**config.mk**
```make
export PLATFORM = sky130hd
export DESIGN_NAME = dwell_time_histogram_unit
export DESIGN_NICKNAME = d
export VERILOG_FILES = /design/src/hw/rtl/dth_pkg.sv /design/src/hw/rtl/dth_ram.sv /design/src/hw/rtl/dth_datapath.sv /design/src/hw/rtl/dth_ctrl.sv /design/src/hw/rtl/dwell_time_histogram_unit.sv
export SDC_FILE = /design/constraint.sdc
export NUM_CORES = 2
export LEC_CHECK = 0
export BUFFER_PORTS_ARGS = -buffer_cell sky130_fd_sc_hd__buf_2
export CAP_MARGIN = 20
export CORE_ASPECT_RATIO = 1.5
export CORE_MARGIN = 1.5
export CORE_UTILIZATION = 60
export CTS_BUF_LIST = sky130_fd_sc_hd__clkbuf_2 sky130_fd_sc_hd__clkbuf_4 sky130_fd_sc_hd__clkbuf_8
export DETAILED_ROUTE_END_ITERATION = 10
export PLACE_DENSITY = 0.8
export SLEW_MARGIN = 20
export SYNTH_ARGS = -nofsm -noshare
export SYNTH_HDL_FRONTEND = slang
export SYNTH_HIERARCHICAL = 1
export SYNTH_SLANG_ARGS = --single-unit
```
**constraint.sdc**
```tcl
create_clock -name aclk -period 8 [get_ports aclk]
set_input_delay 0.4 -clock aclk [delete_from_list [all_inputs] [get_ports aclk]]
set_output_delay 0.4 -clock aclk [all_outputs]
set_load 0.01 [all_outputs]
```
**src/hw/rtl/dth_pkg.sv**
```systemverilog
// shared constants, request codes and controller/datapath interface types
package dth_pkg;

    localparam int NUM_BUCKETS_DEF = 16;

    localparam int REQ_W   = 2;
    localparam int DEPTH_W = 18;
    localparam int MS_W    = 32;
    localparam int SEL_W   = 4;
    localparam int IDX_W   = 4;
    localparam int SECS_W  = 32;
    localparam int MEAN_W  = 17;
    localparam int PEND_W  = 10;

    localparam int S_DATA_W = 56;
    localparam int M_DATA_W = 88;

    localparam logic [REQ_W-1:0] REQ_DWELL = 2'd0;
    localparam logic [REQ_W-1:0] REQ_FLUSH = 2'd1;
    localparam logic [REQ_W-1:0] REQ_READ  = 2'd2;

    localparam int MS_PER_SEC = 1000;
    localparam int QUO_W      = 24;
    localparam int CNT_W      = 5;
    localparam int MS_STEPS   = 1;
    localparam int MEAN_STEPS = 17;
    localparam int MEAN_MAX   = 65536;

    // floor(x / 1000) = ((x >> 3) * MS_RECIP) >> 37 for x below 2**33
    localparam int                    MS_PRE_SH   = 3;
    localparam int                    MS_RECIP_W  = 31;
    localparam int                    MS_RECIP_SH = 37;
    localparam logic [MS_RECIP_W-1:0] MS_RECIP    = 31'd1099511628;

    typedef struct packed {
        logic ld_in;
        logic ld_idx;
        logic ld_word;
        logic ms_start;
        logic ms_step;
        logic div_step;
        logic upd;
        logic acc;
        logic ld_den;
        logic mean_start;
        logic fin_mean;
        logic ld_out;
    } dth_cmd_t;

    typedef struct packed {
        logic is_dwell;
        logic is_read;
        logic ms_zero;
        logic div_last;
        logic mean_direct;
        logic out_free;
    } dth_status_t;

endpackage

```
**src/hw/rtl/dth_ram.sv**
```systemverilog
// generic single-port-write ram with registered read
module dth_ram #(
    parameter int WIDTH = 42,
    parameter int DEPTH = 16
) (
    input  logic                     aclk,
    input  logic                     we,
    input  logic [$clog2(DEPTH)-1:0] waddr,
    input  logic [WIDTH-1:0]         wdata,
    input  logic [$clog2(DEPTH)-1:0] raddr,
    output logic [WIDTH-1:0]         rdata
);

    logic [WIDTH-1:0] mem [DEPTH];
    logic [WIDTH-1:0] rdata_reg;

    always_ff @(posedge aclk) begin
        if (we) begin
            mem[waddr] <= wdata;
        end
        rdata_reg <= mem[raddr];
    end

    assign rdata = rdata_reg;

endmodule

```
**src/hw/rtl/dth_datapath.sv**
```systemverilog
// histogram datapath: bucket store, running sums, reciprocal ms split, mean divider, output register
module dth_datapath #(
    parameter int NUM_BUCKETS = dth_pkg::NUM_BUCKETS_DEF
) (
    input  logic                                aclk,
    input  logic                                aresetn,
    input  dth_pkg::dth_cmd_t                   cmd,
    output dth_pkg::dth_status_t                status,
    input  logic [dth_pkg::REQ_W-1:0]           req_type,
    input  logic signed [dth_pkg::DEPTH_W-1:0]  depth_q16,
    input  logic [dth_pkg::MS_W-1:0]            dwell_ms,
    input  logic [dth_pkg::SEL_W-1:0]           bucket_sel,
    input  logic                                m_tready,
    output logic                                m_tvalid,
    output logic [dth_pkg::M_DATA_W-1:0]        m_tdata
);

    localparam int IW = $clog2(NUM_BUCKETS);
    localparam int WW = 32 + 2 * IW;
    localparam int DW = 32 + IW;
    localparam int XW = 20 + IW;
    localparam int PW = 34 + IW;
    localparam int BW = dth_pkg::SECS_W + dth_pkg::PEND_W;
    localparam int SW = 33;
    localparam int MPW = SW - dth_pkg::MS_PRE_SH + dth_pkg::MS_RECIP_W;

    logic [dth_pkg::REQ_W-1:0]          req_reg;
    logic signed [dth_pkg::DEPTH_W-1:0] depth_reg;
    logic [dth_pkg::MS_W-1:0]           ms_reg;
    logic [dth_pkg::SEL_W-1:0]          sel_reg;
    logic [IW-1:0]                      idx_reg;
    logic                               ok_reg;
    logic [NUM_BUCKETS-1:0]             valid_reg;
    logic [dth_pkg::SECS_W-1:0]         secs_reg;
    logic [dth_pkg::SECS_W-1:0]         total_reg;
    logic [WW-1:0]                      wsum_reg;
    logic                               dirty_reg;
    logic signed [PW-1:0]               prod_reg;
    logic [DW-1:0]                      den_reg;
    logic [DW-1:0]                      rem_reg;
    logic [dth_pkg::QUO_W-1:0]          nlow_reg;
    logic [dth_pkg::QUO_W-1:0]          quo_reg;
    logic [dth_pkg::CNT_W-1:0]          cnt_reg;
    logic [DW-1:0]                      dden_reg;
    logic [dth_pkg::MEAN_W-1:0]         mean_reg;
    logic                               mvalid_reg;
    logic                               out_valid_reg;
    logic [dth_pkg::M_DATA_W-1:0]       out_data_reg;
    logic [SW-1:0]                      sum_reg;

    logic [BW-1:0]                      ram_rdata;
    logic [BW-1:0]                      ram_wdata;
    logic [dth_pkg::SECS_W-1:0]         rd_secs;
    logic [dth_pkg::PEND_W-1:0]         rd_pend;

    logic signed [XW-1:0]               x_depth;
    logic [XW-17:0]                     b_raw;
    logic [IW-1:0]                      idx_round;
    logic [IW-1:0]                      idx_sel;
    logic [IW-1:0]                      idx_next;

    logic [SW-1:0]                      ms_sum;
    logic [MPW-1:0]                     mprod_next;
    logic [SW-1:0]                      ms_rem;
    logic [DW:0]                        div_t;
    logic [DW:0]                        div_diff;
    logic                               div_ge;
    logic [DW-1:0]                      rem_next;

    logic [dth_pkg::SECS_W-1:0]         new_secs;
    logic signed [SW-1:0]               delta;
    logic signed [PW-1:0]               prod_next;
    logic [DW-1:0]                      den_next;
    logic                               mean_sat;
    logic [dth_pkg::MEAN_W-1:0]         mean_div;

    dth_ram #(
        .WIDTH (BW),
        .DEPTH (NUM_BUCKETS)
    ) u_bucket_ram (
        .aclk  (aclk),
        .we    (cmd.upd),
        .waddr (idx_reg),
        .wdata (ram_wdata),
        .raddr (idx_reg),
        .rdata (ram_rdata)
    );

    // unwritten buckets read as zero
    assign rd_secs = ok_reg ? ram_rdata[BW-1:dth_pkg::PEND_W] : '0;
    assign rd_pend = ok_reg ? ram_rdata[dth_pkg::PEND_W-1:0] : '0;

    // depth rounding to a bucket
    always_comb begin
        x_depth = XW'(depth_reg) * XW'(NUM_BUCKETS - 1) + XW'(32768);
        b_raw   = x_depth[XW-1:16];
        if (x_depth[XW-1]) begin
            idx_round = '0;
        end else if (b_raw > (XW-16)'(NUM_BUCKETS - 1)) begin
            idx_round = IW'(NUM_BUCKETS - 1);
        end else begin
            idx_round = b_raw[IW-1:0];
        end
    end

    always_comb begin
        if (9'(sel_reg) > 9'(NUM_BUCKETS - 1)) begin
            idx_sel = IW'(NUM_BUCKETS - 1);
        end else begin
            idx_sel = IW'(sel_reg);
        end
    end

    always_comb begin
        case (req_reg)
            dth_pkg::REQ_DWELL: idx_next = idx_round;
            dth_pkg::REQ_READ:  idx_next = idx_sel;
            default:            idx_next = '0;
        endcase
    end

    // ms to seconds by reciprocal multiply
    assign ms_sum     = SW'(rd_pend) + SW'(ms_reg);
    assign mprod_next = MPW'(sum_reg[SW-1:dth_pkg::MS_PRE_SH]) * MPW'(dth_pkg::MS_RECIP);
    assign ms_rem     = sum_reg - SW'(quo_reg) * SW'(dth_pkg::MS_PER_SEC);

    // restoring divider step
    assign div_t    = {rem_reg, nlow_reg[dth_pkg::QUO_W-1]};
    assign div_ge   = div_t >= {1'b0, dden_reg};
    assign div_diff = div_t - {1'b0, dden_reg};
    assign rem_next = div_ge ? div_diff[DW-1:0] : div_t[DW-1:0];

    // bucket update and running sums
    assign new_secs  = secs_reg + dth_pkg::SECS_W'(quo_reg);
    assign ram_wdata = {new_secs, ms_rem[dth_pkg::PEND_W-1:0]};
    assign delta     = signed'({1'b0, new_secs}) - signed'({1'b0, secs_reg});
    assign prod_next = PW'(delta) * PW'(signed'({1'b0, idx_reg}));
    assign den_next  = DW'(total_reg) * DW'(NUM_BUCKETS - 1);
    assign mean_sat  = wsum_reg >= WW'({den_reg, 1'b0});
    assign mean_div  = (quo_reg > dth_pkg::QUO_W'(dth_pkg::MEAN_MAX)) ?
                       dth_pkg::MEAN_W'(dth_pkg::MEAN_MAX) : quo_reg[dth_pkg::MEAN_W-1:0];

    always_ff @(posedge aclk) begin
        if (!aresetn) begin
            valid_reg     <= '0;
            total_reg     <= '0;
            wsum_reg      <= '0;
            dirty_reg     <= 1'b0;
            out_valid_reg <= 1'b0;
            cnt_reg       <= '0;
        end else begin
            if (cmd.ld_idx && req_reg == dth_pkg::REQ_FLUSH) begin
                dirty_reg <= 1'b0;
            end
            if (cmd.ms_start) begin
                cnt_reg <= dth_pkg::CNT_W'(dth_pkg::MS_STEPS);
            end else if (cmd.mean_start) begin
                cnt_reg <= dth_pkg::CNT_W'(dth_pkg::MEAN_STEPS);
            end else if (cmd.div_step || cmd.ms_step) begin
                cnt_reg <= cnt_reg - 1'b1;
            end
            if (cmd.upd) begin
                valid_reg[idx_reg] <= 1'b1;
                total_reg          <= total_reg + new_secs - secs_reg;
                if (quo_reg != '0) begin
                    dirty_reg <= 1'b1;
                end
            end
            if (cmd.acc) begin
                wsum_reg <= wsum_reg + WW'(prod_reg);
            end
            if (cmd.ld_out) begin
                out_valid_reg <= 1'b1;
            end else if (m_tready) begin
                out_valid_reg <= 1'b0;
            end
        end
    end

    always_ff @(posedge aclk) begin
        ok_reg <= valid_reg[idx_reg];
        if (cmd.ld_in) begin
            req_reg   <= req_type;
            depth_reg <= depth_q16;
            ms_reg    <= dwell_ms;
            sel_reg   <= bucket_sel;
        end
        if (cmd.ld_idx) begin
            idx_reg  <= idx_next;
            secs_reg <= '0;
        end
        if (cmd.ld_word) begin
            secs_reg <= rd_secs;
        end
        if (cmd.ms_start) begin
            sum_reg <= ms_sum;
        end
        if (cmd.ms_step) begin
            quo_reg <= mprod_next[dth_pkg::MS_RECIP_SH+dth_pkg::QUO_W-1:dth_pkg::MS_RECIP_SH];
        end
        if (cmd.div_step) begin
            rem_reg  <= rem_next;
            nlow_reg <= {nlow_reg[dth_pkg::QUO_W-2:0], 1'b0};
            quo_reg  <= {quo_reg[dth_pkg::QUO_W-2:0], div_ge};
        end
        if (cmd.upd) begin
            secs_reg <= new_secs;
            prod_reg <= prod_next;
        end
        if (cmd.ld_den) begin
            den_reg <= den_next;
        end
        if (cmd.mean_start) begin
            rem_reg  <= wsum_reg[DW:1];
            nlow_reg <= {wsum_reg[0], {(dth_pkg::QUO_W-1){1'b0}}};
            quo_reg  <= '0;
            dden_reg <= den_reg;
            if (total_reg == '0) begin
                mean_reg   <= '0;
                mvalid_reg <= 1'b0;
            end else begin
                mean_reg   <= dth_pkg::MEAN_W'(dth_pkg::MEAN_MAX);
                mvalid_reg <= 1'b1;
            end
        end
        if (cmd.fin_mean) begin
            mean_reg <= mean_div;
        end
        if (cmd.ld_out) begin
            out_data_reg <= {1'b0, dirty_reg, mvalid_reg, mean_reg, total_reg, secs_reg,
                             dth_pkg::IDX_W'(idx_reg)};
        end
    end

    always_comb begin
        status.is_dwell    = req_reg == dth_pkg::REQ_DWELL;
        status.is_read     = req_reg == dth_pkg::REQ_READ;
        status.ms_zero     = ms_reg == '0;
        status.div_last    = cnt_reg == dth_pkg::CNT_W'(1);
        status.mean_direct = (total_reg == '0) || mean_sat;
        status.out_free    = !out_valid_reg || m_tready;
    end

    assign m_tvalid = out_valid_reg;
    assign m_tdata  = out_data_reg;

endmodule

```
**src/hw/rtl/dth_ctrl.sv**
```systemverilog
// sequencing state machine for one request transaction
module dth_ctrl (
    input  logic                 aclk,
    input  logic                 aresetn,
    input  logic                 s_tvalid,
    output logic                 s_tready,
    input  dth_pkg::dth_status_t status,
    output dth_pkg::dth_cmd_t    cmd
);

    typedef enum logic [3:0] {
        ST_IDLE,
        ST_INDEX,
        ST_RD,
        ST_LOAD,
        ST_MSDIV,
        ST_UPD,
        ST_ACC,
        ST_DEN,
        ST_MCHK,
        ST_MDIV,
        ST_MFIN,
        ST_DONE
    } state_t;

    state_t state_reg;
    state_t state_next;

    always_comb begin
        state_next = state_reg;
        cmd        = '0;
        unique case (state_reg)
            ST_IDLE: begin
                cmd.ld_in = s_tvalid;
                if (s_tvalid) begin
                    state_next = ST_INDEX;
                end
            end
            ST_INDEX: begin
                cmd.ld_idx = 1'b1;
                state_next = (status.is_dwell || status.is_read) ? ST_RD : ST_DEN;
            end
            ST_RD: begin
                state_next = ST_LOAD;
            end
            ST_LOAD: begin
                cmd.ld_word = 1'b1;
                if (status.is_dwell && !status.ms_zero) begin
                    cmd.ms_start = 1'b1;
                    state_next   = ST_MSDIV;
                end else begin
                    state_next = ST_DEN;
                end
            end
            ST_MSDIV: begin
                cmd.ms_step = 1'b1;
                if (status.div_last) begin
                    state_next = ST_UPD;
                end
            end
            ST_UPD: begin
                cmd.upd    = 1'b1;
                state_next = ST_ACC;
            end
            ST_ACC: begin
                cmd.acc    = 1'b1;
                state_next = ST_DEN;
            end
            ST_DEN: begin
                cmd.ld_den = 1'b1;
                state_next = ST_MCHK;
            end
            ST_MCHK: begin
                cmd.mean_start = 1'b1;
                state_next     = status.mean_direct ? ST_DONE : ST_MDIV;
            end
            ST_MDIV: begin
                cmd.div_step = 1'b1;
                if (status.div_last) begin
                    state_next = ST_MFIN;
                end
            end
            ST_MFIN: begin
                cmd.fin_mean = 1'b1;
                state_next   = ST_DONE;
            end
            ST_DONE: begin
                if (status.out_free) begin
                    cmd.ld_out = 1'b1;
                    state_next = ST_IDLE;
                end
            end
            default: begin
                state_next = ST_IDLE;
            end
        endcase
    end

    always_ff @(posedge aclk) begin
        if (!aresetn) begin
            state_reg <= ST_IDLE;
        end else begin
            state_reg <= state_next;
        end
    end

    assign s_tready = state_reg == ST_IDLE;

endmodule

```
**src/hw/rtl/dwell_time_histogram_unit.sv**
```systemverilog
// dwell-time histogram top level: stream ports, controller and datapath
// the 17-step mean divider is skipped when the mean is zero or saturated; ms-to-seconds takes one step
// and runs only for a dwell with nonzero duration; a flush skips the bucket read
// one request at a time: the next input is accepted once the last result is in the output register
// reset clears sums, dirty mark and per-bucket valid flags at once; no clearing pass is needed
module dwell_time_histogram_unit #(
    parameter int NUM_BUCKETS = dth_pkg::NUM_BUCKETS_DEF
) (
    input  logic                          aclk,
    input  logic                          aresetn,
    input  logic                          s_tvalid,
    output logic                          s_tready,
    // depth_q16, dwell_ms, bucket_sel
    input  logic [dth_pkg::S_DATA_W-1:0]  s_tdata,
    // req_type
    input  logic [dth_pkg::REQ_W-1:0]     s_tuser,
    output logic                          m_tvalid,
    input  logic                          m_tready,
    // bucket_index, bucket_seconds, total_seconds, mean_q16, mean_valid, dirty
    output logic [dth_pkg::M_DATA_W-1:0]  m_tdata
);

    dth_pkg::dth_cmd_t    cmd;
    dth_pkg::dth_status_t status;

    dth_ctrl u_ctrl (
        .aclk     (aclk),
        .aresetn  (aresetn),
        .s_tvalid (s_tvalid),
        .s_tready (s_tready),
        .status   (status),
        .cmd      (cmd)
    );

    dth_datapath #(
        .NUM_BUCKETS (NUM_BUCKETS)
    ) u_datapath (
        .aclk       (aclk),
        .aresetn    (aresetn),
        .cmd        (cmd),
        .status     (status),
        .req_type   (s_tuser),
        .depth_q16  (signed'(s_tdata[17:0])),
        .dwell_ms   (s_tdata[49:18]),
        .bucket_sel (s_tdata[53:50]),
        .m_tready   (m_tready),
        .m_tvalid   (m_tvalid),
        .m_tdata    (m_tdata)
    );

endmodule

```
# Yosys cells after proc, flatten, opt, wreduce, memory -nomap -nowiden
# Memories as Yosys holds them, arrays and structs flattened. A register that Yosys moved wholly into a read port is not among the register bits.
# Cells that the tools add are included.
[op_classes]
n_addsub = 10
n_mul = 5
magnitude_cmp = 6
n_eq_ne = 18
mux = 55
n_bitwise = 2
reduce_logical = 24
[op_table]
columns = ["operator", "count"]
rows = [
  ["$mux W32", 4],
  ["$mux W36", 3],
  ["$mux W24", 4],
  ["$mux W17", 4],
  ["$logic_not A32 Y1", 2],
  ["$mul A30 B29 Y59 const B", 1],
  ["$pmux W4 S12", 1],
  ["$add A40 B40 Y40", 1],
  ["$ge A40 B37 Y1", 1],
  ["$mul A33 B5 Y38", 1],
  ["$ge A37 B36 Y1", 1],
  ["$mul A32 B4 Y36 const B", 1],
  ["$sub A36 B36 Y36", 1],
  ["$add A10 B32 Y33", 1],
  ["$sub A32 B32 Y33", 1],
  ["$add A32 B24 Y32", 1],
  ["$add A32 B32 Y32", 1],
  ["$sub A32 B32 Y32", 1],
  ["$add A24 B17 Y24 const B", 1],
  ["$gt A24 B17 Y1 const B", 1],
  ["$mul A24 B7 Y7 const B", 1],
  ["$mux W4", 6],
  ["$reduce_bool A24 Y1", 1],
  ["$mul A18 B5 Y23 const B", 1],
  ["33 further kinds", 79],
]
[word_totals]
regBits = 501
ramBits = 672
memories = 1
[memory_table]
columns = ["name", "words", "word_bits", "rd", "rd_clocked_by_memory_dff", "wr", "line_no", "text"]
rows = [
  ["u_datapath.u_bucket_ram.mem", 16, 42, 1, 1, 1, "dth_ram.sv:14", "logic [WIDTH-1:0] mem [DEPTH];"],
]

# Longest topological paths before layout
[logic_depth]
depth_word = 7
mapped_depth = 39
mapped_depth_nobuf = 39

# By module
# The synthesis kept the hierarchy.
[by_module_without_submodules]
columns = ["mod", "instances", "cells_each", "area_each_um2", "seq_area_each_um2"]
rows = [
  ["dth_datapath", 1, 5166, 51976.1, 13723.2],
  ["dth_ram", 1, 1092, 26056.2, 21020.2],
  ["dth_ctrl", 1, 58, 392.9, 80.1],
]

# Least setup slack after synthesis
# OpenSTA, ideal clock, no wires.
[synth_timing]
kind = "flip-flop to flip-flop"
from = "reg u_datapath/quo_reg[0] (netlist bit)"
to = "reg u_datapath.prod_reg[37] (data pin)"
setup_time_ns = 0.258
arrival_ns = 7.846
required_time_ns = 7.742
slack_ns = -0.104
stages_incl_launch_ff = 36
path_buffers = 0
synth_period_minus_slack_ns = 8.104
cell_sequence = "dfxtp_1 ha_1 fa_1 a211oi_1 o21ai_1 o21ai_0 o21ai_0 a21oi_1 o21bai_1 a21oi_1 xnor2_1 ha_1 a21oi_1 nand2_1 a221oi_1 nand2_1 o21a_1 xnor2_1 nor2b_1 ha_1 fa_1 inv_1 fa_1 inv_1 ha_1 a21o_1 a211oi_1 o21bai_1 a21oi_1 o22ai_1 o41ai_1 o211ai_1 nor3_1 a21oi_1 xnor2_1 xnor2_1"
[synth_via]
elab_chain_len = 3
[synth_rtl]
columns = ["element", "line_no", "text"]
rows = [
  ["start, declared", "dth_datapath.sv:42", "logic [dth_pkg::QUO_W-1:0] quo_reg;"],
  ["start signal, assigned", "dth_datapath.sv:199", "quo_reg <= mprod_next[dth_pkg::MS_RECIP_SH+dth_pkg::QUO_W-1:dth_pkg::MS_RECIP_SH];"],
  ["start signal, assigned", "dth_datapath.sv:204", "quo_reg <= {quo_reg[dth_pkg::QUO_W-2:0], div_ge};"],
  ["$add A32 B24 Y32", "dth_datapath.sv:134", "assign new_secs = secs_reg + dth_pkg::SECS_W'(quo_reg);"],
  ["net u_datapath.new_secs (one bit)", "dth_datapath.sv:70", "logic [dth_pkg::SECS_W-1:0] new_secs;"],
  ["$sub A32 B32 Y33", "dth_datapath.sv:136", "assign delta = signed'({1'b0, new_secs}) - signed'({1'b0, secs_reg});"],
  ["$mul A33 B5 Y38", "dth_datapath.sv:137", "assign prod_next = PW'(delta) * PW'(signed'({1'b0, idx_reg}));"],
  ["net u_datapath.prod_next[37]", "dth_datapath.sv:72", "logic signed [PW-1:0] prod_next;"],
  ["end signal, assigned", "dth_datapath.sv:208", "prod_reg <= prod_next;"],
  ["end, declared", "dth_datapath.sv:38", "logic signed [PW-1:0] prod_reg;"],
]
# The timed path passes the listed nets, and every way through them passes these cells.
# A chain may end at the register's enable or synchronous reset.

# Worst setup path after layout
[layout_timing]
from = "reg u_datapath/secs_reg[0] (netlist bit)"
to = "reg u_datapath.prod_reg[37] (data pin)"
[layout_via]
elab_chain_len = 3
[layout_rtl]
columns = ["element", "line_no", "text"]
rows = [
  ["start, declared", "dth_datapath.sv:34", "logic [dth_pkg::SECS_W-1:0] secs_reg;"],
  ["start signal, assigned", "dth_datapath.sv:193", "secs_reg <= rd_secs;"],
  ["start signal, assigned", "dth_datapath.sv:207", "secs_reg <= new_secs;"],
  ["$add A32 B24 Y32", "dth_datapath.sv:134", ""],
  ["net u_datapath.new_secs (one bit)", "dth_datapath.sv:70", ""],
  ["$sub A32 B32 Y33", "dth_datapath.sv:136", ""],
  ["$mul A33 B5 Y38", "dth_datapath.sv:137", ""],
  ["net u_datapath.prod_next[37]", "dth_datapath.sv:72", ""],
]
# The timed path passes the listed nets, and every way through them passes these cells.

==> results by group <==
Synthesis
  – Number of flops mapped to enable cells by yosys: 1,049
  – Ys flop type: edfxtp_1
  – Seq cells post-synth: 1,215
  – Synthesized instance count: 6,316
  – Register area share after synthesis: 44.4%
  – Asr flop ratio synth: 0%
  – Syn Nets: 7,617
  – Total number of yosys warnings: 6
  – Mean Syn Cell Area: 12.4 sq um
  – Post-Syn Area: 0.0784 sq mm
  – Yosys cell types: 108

Die
  – Die ar.: 0.133 sq mm
  – Die Ht: 446 um
  – Row count: 162
  – Io pins: 152
  – Initial Util: 60.5%
  – Core Area: 0.130 sq mm
  – Die width: 298 um

Timing
  – Max-slew violation count: 0
  – Least-Margin Pin Slew: 1.10 ns
  – Slew headroom: 26.6%
  – Setup Viol. Count Final: 0
  – Tcrit/Tclk final: 98.2%
  – Max frequency: 127 MHz
  – Final hold violations: 0
  – Fin crit period: 7.86 ns
  – Skew final: 0.0796 ns
  – RSZ-0062 raised after global routing: yes

Clocking
  – Later-pin clock latency in the skew report: 0.96 ns
  – Clock sinks: 1,215
  – Htree depth: 4
  – Max clock buf depth: 3
  – Reg clk slew, reported paths: 0.08 ns
  – CTS tree: done
  – Root Driver: clkbuf_8
  – CTS Buf Count: 173

Finish
  – Largest register FFs: 672
  – Share of cells above drive strength 1: 16.0%
  – Core Util, Final: 67.8%
  – Synth-to-Final Area Change: 12.2%
  – Layout Nets: 8,159

Drt
  – DRT antenna net count: 0
  – Iter 0 DRT Violations: 4,024
  – Final wirelength: 202,000 um
  – Drt drc: 0
  – Avg Vias per Cell: 6.00
  – Via count: 52,391
  – Drt wl/cell: 23.1 um
  – DR pass1 iterations: 6

Setup path
  – Worst endpoint data arrival time: 8.55 ns
  – CP endpoint kind: flip-flop
  – Worst Path Buf+Inv: 7
  – Required time of the critical path: 8.70 ns
  – Cell family with the largest share of critical-path delay: compound AO/OA/AOI/OAI gates
  – Critical path's slowest cell: fa_1
  – Worst reg2reg setup slack: 0.14 ns
  – Crit-path max FO: 4
  – Startpoint class of the critical path: flip-flop
  – Most common cell type on the critical path: buf_4
  – CP peak stage delay: 0.54 ns
  – Crit Path Category: reg2reg

Global route
  – First-pass GRT wire length: 309,000 um
  – Congestion Overflow GR: 0
  – Initial antenna violation count: 7
  – Total Routing Usage GR: 30.7%
  – Vias in the first global route: 55,109
  – Largest net degree at the start of global routing: 128

Place
  – Port-buffer cells: 148
  – RePlAce Congestion: 0.961
  – Final HPWL DP: 148,000 um

Min path
  – Worst Hold Class: in2reg

Run
  – Max-Cap Viols: 0

Run status
  – Status: completed
-- metal layers --
| metal | track usage [%] | up-vias | wire length [um] |
|---|---|---|---|
| li1 | - | 23489 | - |
| met1 | 35.0 | 26041 | 71500 |
| met2 | 53.9 | 2200 | 103000 |
| met3 | 4.76 | 659 | 14400 |
| met4 | 19.3 | 2 | 13500 |
| met5 | 0 | - | 13 |
-- worst reg2reg max path: cells and delay by family, from the launching register on --
kind / cells / cell delay [ns]
AO/OA/AOI/OAI: 17 / 2.78
XOR/XNOR: 4 / 0.61
adder cells (fa/ha/maj): 6 / 2.10
buffers and inverters: 7 / 0.85
flip-flops: 1 / 0.41
AND/OR/NAND/NOR: 5 / 0.85
-- layout make-up --
cell class                 instances  area, sq um
antenna                            6         15.0
clock buffer                     237         2940
clock inverter                    84          856
fill                            9001        41700
inverter                         987         3700
multi-input combinational       3959        39800
sequential                      1215        34800
tap                             1722         2150
timing repair buffer             522         3730
-- cell usage after synthesis, types with 42 or more instances --
cell type  count  share of area (%)
a21o_1       152                1.5
a21oi_1      275                1.8
a22oi_1       91               0.87
and2_1       142                1.1
clkbuf_1     103               0.49
dfxtp_1      166                4.2
edfxtp_1    1049                 40
fa_1         469                 12
ha_1         770                 12
inv_1        985                4.7
mux2i_1       76               0.97
mux4_2       173                5.0
nand2_1      290                1.4
nand2b_1      46               0.37
nand3_1       77               0.49
nand4_1       42               0.34
nor2_1       208                1.0
nor2b_1      102               0.81
nor3_1        62               0.40
o21a_1        67               0.64
o21ai_0      130               0.83
o21ai_1       52               0.33
xnor2_1      190                2.1
xor2_1        87               0.97
-- timing repair --
| item | CTS | global route |
|---|---|---|
| cloned | 0 | 0 |
| setup buffers | 2 | 24 |
| pin swaps | 1 | 35 |
| hold endpoints to repair | 80 | 0 |
| hold buffers | 57 | 0 |
| endpoints found under the setup margin | 4 | 16 |
| gates resized for setup | 8 | 71 |
-- kinds of logic (layout without fill, tap and decap cells) --
family / Yosys count / after routing / share of synthesized area (%)
AOI/OAI and AO/OA: 1058 / 1058 / 9.09
buffers and inverters: 1142 / 1830 / 5.68
adders and majority gates: 1239 / 1239 / 24.3
other: 1 / 7 / 0.00478
muxes: 266 / 266 / 6.18
and+or+nand+nor: 1117 / 1117 / 7.26
xor gates and xnor gates: 278 / 278 / 3.11
DFF: 1215 / 1215 / 44.4
-- per-stage QoR --
step | worst slack [ns] | std cells | hold WS (ns) | TNS [ns] | area [sq um]
3_5_place_dp | -0.196 | 8322 | 0.405 | -0.316 | 83000
3_3_place_gp | -0.217 | 8322 | 0.404 | -0.295 | 83000
5_1_grt | -0.202 | 8730 | 0.126 | -0.389 | 88000
2_1_floorplan | 0.0335 | 6316 | 0.400 | 0 | 78400
4_1_cts | 0.000525 | 8702 | 0.115 | 0 | 87400
6_report | 0.143 | 8732 | 0.180 | 0 | 88000
-- path summary, 6_finish.rpt --
path / start / endpoint / cells past startpoint
setup reg to reg: u_datapath/secs_reg[0] / u_datapath/prod_reg[37] / 39
setup / recovery: u_datapath/secs_reg[0] / u_datapath/prod_reg[37] / 39
hold reg to reg: u_datapath/mean_reg[15] / u_datapath/m_tdata[83] / 0
hold / removal: s_tdata[18] / u_datapath/ms_reg[0] / 2
-- layout by cell type (no fill, tap or decap), drive strengths merged, types with 87 or more instances in the layout --
cell / count
clkbuf: 237
and2: 142
a21o: 152
o21ai: 186
xnor2: 191
edfxtp: 1049
nand2: 290
ha: 770
inv: 999
nor2b: 102
a22oi: 91
xor2: 87
dfxtp: 166
mux4: 173
nor2: 210
buf: 465
fa: 469
a21oi: 278
Power is left out: the tool's default activity adds up to more than one toggle a clock period on the data nets, which glitch-free logic cannot reach.
